[config.mk]
export PLATFORM = sky130hd
export DESIGN_NAME = priority_bitmap_ready_queue
export DESIGN_NICKNAME = d
export VERILOG_FILES = /design/src/hdl/pbrq_pkg.sv /design/src/hdl/pbrq_front.sv /design/src/hdl/pbrq_back.sv /design/src/hdl/priority_bitmap_ready_queue.sv
export SDC_FILE = /design/constraint.sdc
export NUM_CORES = 2
export LEC_CHECK = 0
export BUFFER_PORTS_ARGS = -buffer_cell sky130_fd_sc_hd__buf_2
export CORE_UTILIZATION = 44
export DETAILED_ROUTE_END_ITERATION = 10
export MAX_ROUTING_LAYER = met4
export SKIP_CTS_REPAIR_TIMING = 1
export SYNTH_ARGS = -nofsm -noshare
export SYNTH_HDL_FRONTEND = slang
export SYNTH_HIERARCHICAL = 1
export SYNTH_SLANG_ARGS = --single-unit
[constraint.sdc]
create_clock -name clk_i -period 5.67 [get_ports clk_i]
set_input_delay 0.2835 -clock clk_i [delete_from_list [all_inputs] [get_ports clk_i]]
set_output_delay 0.2835 -clock clk_i [all_outputs]
set_load 0.02 [all_outputs]
[src/hdl/pbrq_pkg.sv]
// ----------------------------------------------------------------------------
// pbrq_pkg
// shared types and constants for the priority bitmap ready queue
// ----------------------------------------------------------------------------
package pbrq_pkg;

  localparam int NumTasks  = 64;
  localparam int NumLevels = 32;
  localparam int TaskW     = 6;
  localparam int LevelW    = 5;
  localparam int CmdW      = 2;
  localparam int FifoDepth = 2;

  localparam logic [CmdW-1:0] CmdInsert   = 2'd0;
  localparam logic [CmdW-1:0] CmdRemove   = 2'd1;
  localparam logic [CmdW-1:0] CmdHead     = 2'd2;
  localparam logic [CmdW-1:0] CmdContains = 2'd3;

  typedef struct packed {
    logic [CmdW-1:0]   cmd;
    logic [TaskW-1:0]  task_id;
    logic [LevelW-1:0] level;
  } cmd_t;

endpackage

[src/hdl/pbrq_front.sv]
// ----------------------------------------------------------------------------
// pbrq_front
// command intake: captures commands into a short queue for the back end
// ----------------------------------------------------------------------------
module pbrq_front (
  input  logic           clk_i,
  input  logic           rst_ni,
  input  logic           push_i,
  input  pbrq_pkg::cmd_t cmd_i,
  output logic           full_o,
  input  logic           pop_i,
  output logic           empty_o,
  output pbrq_pkg::cmd_t cmd_o
);
  import pbrq_pkg::*;

  cmd_t        mem_q [FifoDepth];
  logic        wr_q, rd_q;
  logic [1:0]  cnt_q;

  assign full_o  = (cnt_q == 2'd2);
  assign empty_o = (cnt_q == 2'd0);
  assign cmd_o   = mem_q[rd_q];

  always_ff @(posedge clk_i) begin
    if (push_i) begin
      mem_q[wr_q] <= cmd_i;
    end
  end

  always_ff @(posedge clk_i or negedge rst_ni) begin
    if (!rst_ni) begin
      wr_q  <= 1'b0;
      rd_q  <= 1'b0;
      cnt_q <= 2'd0;
    end else begin
      if (push_i) wr_q <= ~wr_q;
      if (pop_i)  rd_q <= ~rd_q;
      cnt_q <= cnt_q + {1'b0, push_i} - {1'b0, pop_i};
    end
  end

endmodule

[src/hdl/pbrq_back.sv]
// ----------------------------------------------------------------------------
// pbrq_back
// execution engine: link memories, bitmap and per-command sequencer
// ----------------------------------------------------------------------------
module pbrq_back (
  input  logic                        clk_i,
  input  logic                        rst_ni,
  input  logic                        empty_i,
  input  pbrq_pkg::cmd_t              cmd_i,
  output logic                        pop_o,
  output logic                        res_valid_o,
  output logic [pbrq_pkg::TaskW-1:0]  head_task_o,
  output logic                        head_valid_o,
  output logic                        is_member_o,
  output logic                        op_error_o
);
  import pbrq_pkg::*;

  localparam logic [1:0] StIdle = 2'd0;
  localparam logic [1:0] StRd1  = 2'd1;
  localparam logic [1:0] StRd2  = 2'd2;
  localparam logic [1:0] StWr   = 2'd3;

  logic [1:0]           st_q, st_d;
  cmd_t                 c_q;
  logic [NumLevels-1:0] bitmap_q;
  logic [NumTasks-1:0]  flag_q;
  logic [LevelW-1:0]    qlev_q [NumTasks];
  logic [LevelW-1:0]    qlev_rd_q;
  logic [TaskW-1:0]     lhead_q [NumLevels];
  logic [TaskW-1:0]     nxt_q [NumTasks];
  logic [TaskW-1:0]     prv_q [NumTasks];
  // scratch registers: head, tail / next, prev
  logic [TaskW-1:0]     h_q, a_q, b_q;
  logic                 lvl_ne;
  logic                 ok_ins, ok_rem;
  logic [LevelW-1:0]    enc;
  logic                 any;

  assign lvl_ne = bitmap_q[c_q.level];
  assign ok_ins = !flag_q[c_q.task_id];
  assign ok_rem = flag_q[c_q.task_id] && (qlev_rd_q == c_q.level);

  always_comb begin
    enc = '0;
    any = 1'b0;
    for (int i = NumLevels - 1; i >= 0; i--) begin
      if (bitmap_q[i]) begin
        enc = LevelW'(i);
        any = 1'b1;
      end
    end
  end

  assign pop_o = (st_q == StIdle) && !empty_i;

  always_comb begin
    st_d = st_q;
    case (st_q)
      StIdle: if (!empty_i) st_d = StRd1;
      StRd1: begin
        if (c_q.cmd == CmdInsert && ok_ins && lvl_ne) st_d = StRd2;
        else if (c_q.cmd == CmdRemove && ok_rem) st_d = StRd2;
        else st_d = StIdle;
      end
      StRd2: st_d = StWr;
      StWr: st_d = StIdle;
      default: st_d = StIdle;
    endcase
  end

  always_ff @(posedge clk_i or negedge rst_ni) begin
    if (!rst_ni) begin
      st_q         <= StIdle;
      bitmap_q     <= '0;
      flag_q       <= '0;
      res_valid_o  <= 1'b0;
    end else begin
      st_q        <= st_d;
      res_valid_o <= 1'b0;
      case (st_q)
        StRd1: begin
          case (c_q.cmd)
            CmdInsert: begin
              res_valid_o <= 1'b1;
              if (ok_ins) begin
                flag_q[c_q.task_id] <= 1'b1;
                if (!lvl_ne) bitmap_q[c_q.level] <= 1'b1;
              end
            end
            CmdRemove: begin
              if (!ok_rem) res_valid_o <= 1'b1;
            end
            default: res_valid_o <= 1'b1;
          endcase
        end
        StRd2: ;
        StWr: begin
          if (c_q.cmd == CmdRemove) begin
            res_valid_o         <= 1'b1;
            flag_q[c_q.task_id] <= 1'b0;
            if (a_q == c_q.task_id) bitmap_q[c_q.level] <= 1'b0;
          end
        end
        default: ;
      endcase
    end
  end

  // payload and link memories
  always_ff @(posedge clk_i) begin
    case (st_q)
      StIdle: begin
        if (!empty_i) begin
          c_q       <= cmd_i;
          qlev_rd_q <= qlev_q[cmd_i.task_id];
        end
      end
      StRd1: begin
        head_task_o  <= '0;
        head_valid_o <= 1'b0;
        is_member_o  <= 1'b0;
        op_error_o   <= 1'b0;
        h_q          <= lhead_q[c_q.level];
        a_q          <= nxt_q[c_q.task_id];
        b_q          <= prv_q[c_q.task_id];
        case (c_q.cmd)
          CmdInsert: begin
            op_error_o <= !ok_ins;
            if (ok_ins) begin
              qlev_q[c_q.task_id] <= c_q.level;
              if (!lvl_ne) begin
                nxt_q[c_q.task_id]   <= c_q.task_id;
                prv_q[c_q.task_id]   <= c_q.task_id;
                lhead_q[c_q.level]   <= c_q.task_id;
              end
            end
          end
          CmdRemove: op_error_o <= !ok_rem;
          CmdHead: begin
            head_valid_o <= any;
            head_task_o  <= any ? lhead_q[enc] : '0;
          end
          default: is_member_o <= ok_rem;
        endcase
      end
      StRd2: begin
        if (c_q.cmd == CmdInsert) begin
          a_q                <= prv_q[h_q];
          prv_q[h_q]         <= c_q.task_id;
          nxt_q[c_q.task_id] <= h_q;
        end else begin
          if (a_q != c_q.task_id) begin
            if (h_q == c_q.task_id) lhead_q[c_q.level] <= a_q;
            nxt_q[b_q] <= a_q;
          end
        end
      end
      StWr: begin
        if (c_q.cmd == CmdInsert) begin
          nxt_q[a_q]         <= c_q.task_id;
          prv_q[c_q.task_id] <= a_q;
        end else if (a_q != c_q.task_id) begin
          prv_q[a_q] <= b_q;
        end
      end
      default: ;
    endcase
  end

endmodule

[src/hdl/priority_bitmap_ready_queue.sv]
// ----------------------------------------------------------------------------
// priority_bitmap_ready_queue
// per-level task fifos with a non-empty bitmap and priority-encoded head
// ----------------------------------------------------------------------------
// channel   direction  signals
// command   in         start, busy, cmd_i, task_id_i, level_i
// result    out        done_o, head_task_o, head_valid_o, is_member_o, op_error_o
//
// the back end pops and executes a query, a refused command or an insert into an empty level,
// and adds the link memory read and write steps for insert into a non-empty level or remove
// done_o is registered in the execute step, or in the link write step for an accepted remove
// the receiver cannot stall; done_o marks a result for exactly one cycle
// busy rises only while the two-entry command queue is full
// asynchronous active-low reset empties the queue and clears bitmap and flags
// ----------------------------------------------------------------------------
module priority_bitmap_ready_queue (
  input  logic                        clk_i,
  input  logic                        rst_ni,
  input  logic                        start,
  output logic                        busy,
  input  logic [pbrq_pkg::CmdW-1:0]   cmd_i,
  input  logic [pbrq_pkg::TaskW-1:0]  task_id_i,
  input  logic [pbrq_pkg::LevelW-1:0] level_i,
  output logic                        done_o,
  output logic [pbrq_pkg::TaskW-1:0]  head_task_o,
  output logic                        head_valid_o,
  output logic                        is_member_o,
  output logic                        op_error_o
);
  import pbrq_pkg::*;

  cmd_t in_cmd, q_cmd;
  logic full, empty, pop;

  assign in_cmd = '{cmd: cmd_i, task_id: task_id_i, level: level_i};
  assign busy   = full;

  // command queue decouples intake from execution
  pbrq_front u_front (
    .clk_i   (clk_i),
    .rst_ni  (rst_ni),
    .push_i  (start && !full),
    .cmd_i   (in_cmd),
    .full_o  (full),
    .pop_i   (pop),
    .empty_o (empty),
    .cmd_o   (q_cmd)
  );

  pbrq_back u_back (
    .clk_i        (clk_i),
    .rst_ni       (rst_ni),
    .empty_i      (empty),
    .cmd_i        (q_cmd),
    .pop_o        (pop),
    .res_valid_o  (done_o),
    .head_task_o  (head_task_o),
    .head_valid_o (head_valid_o),
    .is_member_o  (is_member_o),
    .op_error_o   (op_error_o)
  );

endmodule
* Yosys cells after proc, flatten, opt, wreduce, memory -nomap -nowiden
Memory sizes are Yosys's and may differ from the RTL's. A register that Yosys moved wholly into a read port is not among the register bits.
Cells that the tools add are included.
** Word-level totals
- Register bits :: 125
- Latch bits :: 0
- Memory bits (writable) :: 1306
- Bits in read-only memories :: 0
- Bits of input ports :: 16
- Output and inout bits :: 11
- Logic and storage cells :: 218
- Memories kept :: 5
** Cells by class
- Add/sub/neg operators :: 2
- Multiply operators :: 0
- Divide/modulo/power cells :: 0
- Magnitude comparators :: 4
- Eq/ne operators :: 17
- Shift operators :: 0
- Mux-type cells :: 136
- Bitwise operators :: 12
- Reductions and logical operators :: 28
** Memories
- u_back.nxt_q :: depth 64, width 6, read ports 1, clocked after memory_dff 1, write ports 1, line pbrq_back.sv:31 : logic [TaskW-1:0] nxt_q [NumTasks];
- u_back.prv_q :: depth 64, width 6, read ports 2, clocked after memory_dff 1, write ports 1, line pbrq_back.sv:32 : logic [TaskW-1:0] prv_q [NumTasks];
- u_back.qlev_q :: depth 64, width 5, read ports 1, clocked after memory_dff 1, write ports 1, line pbrq_back.sv:28 : logic [LevelW-1:0] qlev_q [NumTasks];
- u_back.lhead_q :: depth 32, width 6, read ports 2, clocked after memory_dff 2, write ports 1, line pbrq_back.sv:30 : logic [TaskW-1:0] lhead_q [NumLevels];
- u_front.mem_q :: depth 2, width 13, read ports 1, clocked after memory_dff 0, write ports 1, line pbrq_front.sv:17 : cmd_t mem_q [FifoDepth];
** Operators with widths (number)
- 64-bit 2-to-1 mux :: 3
- 32-bit 2-to-1 mux :: 5
- 5-bit 2-to-1 mux :: 32
- 64-bit case mux with 2 select lines :: 1
- 6-bit 2-to-1 mux :: 13
- 1-bit 2-to-1 mux :: 70
- 64-bit AND :: 1
- 64-bit NOT :: 1
- 64-bit OR :: 1
- 32-bit case mux with 2 select lines :: 1
- 32-bit AND :: 1
- 32-bit NOT :: 1
- 32-bit OR :: 1
- 6-bit OR reduction :: 4
- 6-bit == test :: 2
- 6-bit case mux with 2 select lines :: 1
- 2-bit == test (second input constant) :: 4
- 1-bit logical AND :: 8
- 2-bit by 1-bit != test with 1-bit output (second input constant) :: 4
- 2-bit case mux with 4 select lines :: 1
- 6-bit by 7-bit less-than comparator with 1-bit output (second input constant) :: 1
- 1-bit binary-select mux with 6-bit select :: 1
- 1-bit demux with 6-bit select :: 1
- 6-bit by 1-bit >= comparator with 1-bit output (second input constant) :: 1
- other kinds (21) :: 40

* Logic depth before layout (Yosys ltp)
- Depth after elaboration :: 34
- Mapped depth :: 14
- Depth with buffers taken out :: 10

* Hierarchy
The synthesis kept the hierarchy.
** By module, submodules not included
- pbrq_back :: instances 1, cells an instance 3483, area each 61046.0 um^2, seq. area each 42385.7 um^2
- pbrq_front :: instances 1, cells an instance 55, area each 1134.8 um^2, seq. area each 880.8 um^2
- priority_bitmap_ready_queue :: instances 1, cells an instance 1, area each 13.8 um^2, seq. area each 0.0 um^2

* Least setup slack after synthesis
Ideal clock, no wire load.
- Kind :: reg2reg
- From :: register u_back/c_q[5] (netlist bit)
- To :: memory u_back.prv_q[0][1] (data pin)
- Library setup time :: 0.702 ns
- Arrival time :: 4.501 ns
- Setup slack :: 0.467 ns
- Cell stages (with the launch flop) :: 11
- Path buffers :: 5
- Cells stage by stage :: edfxtp_1 -> buf_4 -> buf_4 -> buf_2 -> xnor2_1 -> nand4_1 -> nor3_1 -> nor3_1 -> clkbuf_1 -> clkbuf_1 -> o21ai_0
** Between the ends
- Cells in the longest elaborated chain, start to end :: 7
** RTL lines
- start, declared :: line pbrq_back.sv:25 : cmd_t c_q;
- start signal, assigned :: line pbrq_back.sv:115 : c_q <= cmd_i;
- 6-bit != test :: line pbrq_back.sv:163 : end else if (a_q != c_q.task_id) begin
- 1-bit 2-to-1 mux :: line pbrq_back.sv:163
- 1-bit 2-to-1 mux :: line pbrq_back.sv:160 : if (c_q.cmd == CmdInsert) begin
- 1-bit 2-to-1 mux :: line pbrq_back.sv:112 : case (st_q)
- 1-bit 2-to-1 mux (not written as such) :: line pbrq_back.sv:164 : prv_q[a_q] <= b_q;
- 6-bit OR reduction (no source line)
- 6-bit 2-to-1 mux (no source line)
- end, declared :: line pbrq_back.sv:32
Every way passes these cells.

* Worst setup path in the final report
- From :: register u_back/c_q[6] (netlist bit)
- To :: memory u_back.nxt_q[41][5] (enable)
** Between the ends
- Cells in the longest elaborated chain, start to end :: 9
- Elaborated cells between the ends (all ways) :: 17
- Those cells by class :: eq/ne (1); mux (14); bitwise (1); reduce/logical (1)
** RTL lines
- 1-bit binary-select mux with 6-bit select :: line pbrq_back.sv:41 : assign ok_ins = !flag_q[c_q.task_id];
- 1-bit 2-to-1 mux (not written as such) :: line pbrq_back.sv:41
- 1-bit 2-to-1 mux :: line pbrq_back.sv:130 : if (ok_ins) begin
- 1-bit 2-to-1 mux :: line pbrq_back.sv:127 : case (c_q.cmd)
- 1-bit 2-to-1 mux :: line pbrq_back.sv:112
- 1-bit 2-to-1 mux (not written as such) :: line pbrq_back.sv:133 : nxt_q[c_q.task_id] <= c_q.task_id;
- 1-bit OR (no source line)
- 1-bit 2-to-1 mux (no source line) (2 in a row)
- end, declared :: line pbrq_back.sv:31
Several ways; a longest one is shown, not always the timed one. The select of a mux whose other input is x is not followed.

==> metrics.cfg <==
[synth]
synth_area_per_cell_um2=17.6
synth-edff-count=1351
syn-num-nets=3557
synth.area.top_cells=edfxtp_1, mux4_2, dfrtp_1, a22oi_1, nor2_1
synth_cell_types=72
synth-main-ff-cell=edfxtp_1
ys_seq_area_share_pct=69.6
ys_seq_elements=1460
netlist_area_um2=62200
async_reset_ff_share_pct=7.05
synth_top_area_share_pct=65.2
yosys_warnings=6
yosys.area.top_type=edfxtp_1
synthCells=3539

[timing]
rsz0062_at_grt=false
timing.final.hold_violations=10
post-route-period-util_pct=88.3
drv_slew=0
fin_tns_setup_ps=0
relSlewSlack_pct=29.1
hold_ws_ps=-11.6
fmax_mhz=200
fin_skew_ps=29.2
layout_min_cycle_time_ps=5000
finalSetupViolations=0
worst_pin_slew_ps=1060

[clocking]
path_clk_slew_ps=60
clock_latency_ps=800
cts.sinks=1460
root_buffer=clkbuf_16
cts_htree_levels=4
cts_tree=done
clockBufferDepth=3
cts_buffers=149

[die]
io_pins=27
rows=137
die_area_um2=143000
start_util_pct=44.5
coreArea_um2=140000
fp.dieW_um=378
die_h_um=378

[global_route]
antenna_found_initial=3
grt.total_usage_pct=24.8
grt_start_max_net_pins=97
grt_pass1_wl_um=250000
grt_overflow=0
grt_pass1_vias=35074

[critical_path]
max_stage_delay_ps=880
crit_type=register to register
path_cells=buf_4, nand2b_1, o22ai_1, o311ai_1, o221ai_1, nor4bb_1, nor2b_1, a211oi_1, nor2_1, nand2_1, nor2_1
crit_arrival_ps=5430
worstPathRequired_ps=6100
path_common_cell=nor2_1
critPathCaptureType=register
cpMaxStageDelayCell=edfxtp_1
crit_fanout=17
cp-start-kind=register

[routing]
vias=35740
wl_met3_um=14200
wl_um=171000
ant_nets=0
wl_met1_um=69100
drt-initial-drc-count=4545
vias_per_cell=6.41
wl_met2_um=81200
drc_errors=0
top_layer=met4
wl_per_cell_um=30.6
drt-pass1-iter-count=5

[outcome]
outcome=finished, violations left
violations=hold timing

[cells_and_area]
final_cell_area_um2=70000
drive_gt1_share_pct=22.8
fillers=11330
layout.nets=3596
areaGrowthSynthToFinish_pct=12.6

[pwr]
p_leak_nw=22.3
power-per-cell-area_nw_per_um2=631
max-vdd-ir-drop_mv=0.620

[hold_path]
hold_class=primary input to async pin

[placement]
place_area_um2=64700
gp_congestion=0.953
hpwlAfterDp_um=107000
io_buffers=26

[flow_run]
max_cap_violations=0

metrics by stage:
| step | cells | total power, mW | util (%) | setup WS (ps) |
|---|---|---|---|---|
| after floorplan | 3539 | 27.0 | - | 467 |
| after global placement | 5288 | 33.9 | 46.3 | 831 |
| after detailed placement | 5288 | 33.9 | 46.3 | 757 |
| after CTS | 5564 | 44.2 | 50.0 | 728 |
| after global routing | 5580 | 45.8 | 50.1 | 267 |
| final | 5580 | 44.2 | 50.1 | 666 |
cell type report:
type | instances | area [µm²] | area share [%]
Tap cell | 1876 | 2350 | 3.35
Multi-Input combinational cell | 1831 | 18200 | 25.9
Timing Repair Buffer | 120 | 1010 | 1.45
Antenna cell | 1 | 2.50 | 0.00357
Clock inverter | 93 | 1100 | 1.56
Inverter | 16 | 60.1 | 0.0857
Sequential cell | 1460 | 43300 | 61.8
Clock buffer | 183 | 4080 | 5.83
power breakdown:
| part | switching, mW | internal [mW] | leakage (nW) | total [mW] |
|---|---|---|---|---|
| Clock | 4.19 | 6.11 | 2.53 | 10.3 |
| Combinational | 12.1 | 6.69 | 6.15 | 18.8 |
| Sequential | 0.923 | 14.2 | 13.6 | 15.1 |
| Total | 17.2 | 27.0 | 22.3 | 44.2 |
placed cells by master, fill, tap and decap left out, types with 33 or more instances in the layout:
cell type,synthesis,layout
a21oi_1,62,61
a221oi_1,41,41
a22o_1,36,36
a22oi_1,151,151
a31oi_1,37,37
buf_4,5,69
clkbuf_16,0,154
dfrtp_1,103,103
edfxtp_1,1351,1351
mux2_2,36,34
mux2i_1,45,45
mux4_2,417,417
nand2_1,234,234
nand3_1,92,92
nor2_1,289,284
nor3_1,38,33
o21ai_0,51,45
o22a_1,54,54
critical path, delay by kind of cell, from the launching register on:
kind	cells	cell delay (ps)
buf+inv	1	350
simple gates	6	2620
flops	1	880
compound gates	4	750
path summary, 6_finish.rpt:
path                                           from                            end  slack, ps  cells past startpoint
hold / removal                               rst_ni                      async pin        -10                      2
max in group asynchronous                    rst_ni                      async pin       4310                      3
min in group clk_i                       level_i[4]  u_front/mem_q[0][4]$_DFFE_PP_        230                      2
setup / recovery            u_back/c_q[6]$_DFFE_PP_  u_back/nxt_q[41][5]$_DFFE_PP_        670                     11
setup reg to reg            u_back/c_q[6]$_DFFE_PP_  u_back/nxt_q[41][5]$_DFFE_PP_        670                     11
hold reg to reg            u_front/wr_q$_DFFE_PN0P_       u_front/wr_q$_DFFE_PN0P_        480                      1
logic make-up (layout without fill, tap and decap cells):
family                   Yosys count  count (layout)  synth area share, %
AO/OA/AOI/OAI                    505             505                 5.90
XOR/XNOR                          20              20                0.306
adder cells (fa/ha/maj)            2               2               0.0402
buffers and inverters            248             412                 1.62
flip-flops                      1460            1460                 69.6
multiplexers                     525             525                 17.0
other                              0               1                    0
AND/OR/NAND/NOR                  779             779                 5.61
Yosys cell counts, types with 5 or more instances:
| library cell | n |
|---|---|
| nand3_1 | 92 |
| a21oi_1 | 62 |
| buf_6 | 6 |
| xor2_1 | 12 |
| o21ai_0 | 51 |
| o22ai_1 | 13 |
| mux2_1 | 27 |
| and3_1 | 10 |
| a22o_1 | 36 |
| dfxtp_1 | 6 |
| a22oi_1 | 151 |
| nand2b_1 | 7 |
| a41oi_1 | 7 |
| a221o_1 | 8 |
| nor3_2 | 8 |
| a31oi_1 | 37 |
| o21a_1 | 9 |
| buf_2 | 9 |
| nor4_1 | 20 |
| or4_1 | 7 |
| xnor2_1 | 7 |
| mux4_2 | 417 |
| inv_1 | 15 |
| nand4_1 | 19 |
| mux2i_1 | 45 |
| or3b_2 | 5 |
| nand2_1 | 234 |
| nor2_1 | 289 |
| edfxtp_1 | 1351 |
| nor3_1 | 38 |
| dfrtp_1 | 103 |
| o22a_1 | 54 |
| and2_1 | 12 |
| mux2_2 | 36 |
| nor2b_1 | 13 |
| a21o_1 | 7 |
| buf_4 | 5 |
| a221oi_1 | 41 |
| buf_1 | 52 |
| clkbuf_1 | 160 |
sequential cells by signal, indices dropped and copies added (netlist names), 2 cells and up, named ones only:
signal / count
u_back/nxt_q: 384
u_back/head_task_o: 6
u_front/cnt_q: 2
u_back/lhead_q: 192
u_back/b_q: 6
u_back/c_q: 13
u_front/mem_q: 26
u_back/prv_q: 384
u_back/qlev_rd_q: 5
u_back/a_q: 6
u_back/qlev_q: 320
u_back/h_q: 6
layer usage:
layer	track usage [%]	vias to the layer above
met4	9.00	0
met2	37.9	1971
met1	33.4	18751
met5	-	-
met3	4.65	369
li1	-	14649
Power figures use the tool's default switching activity.
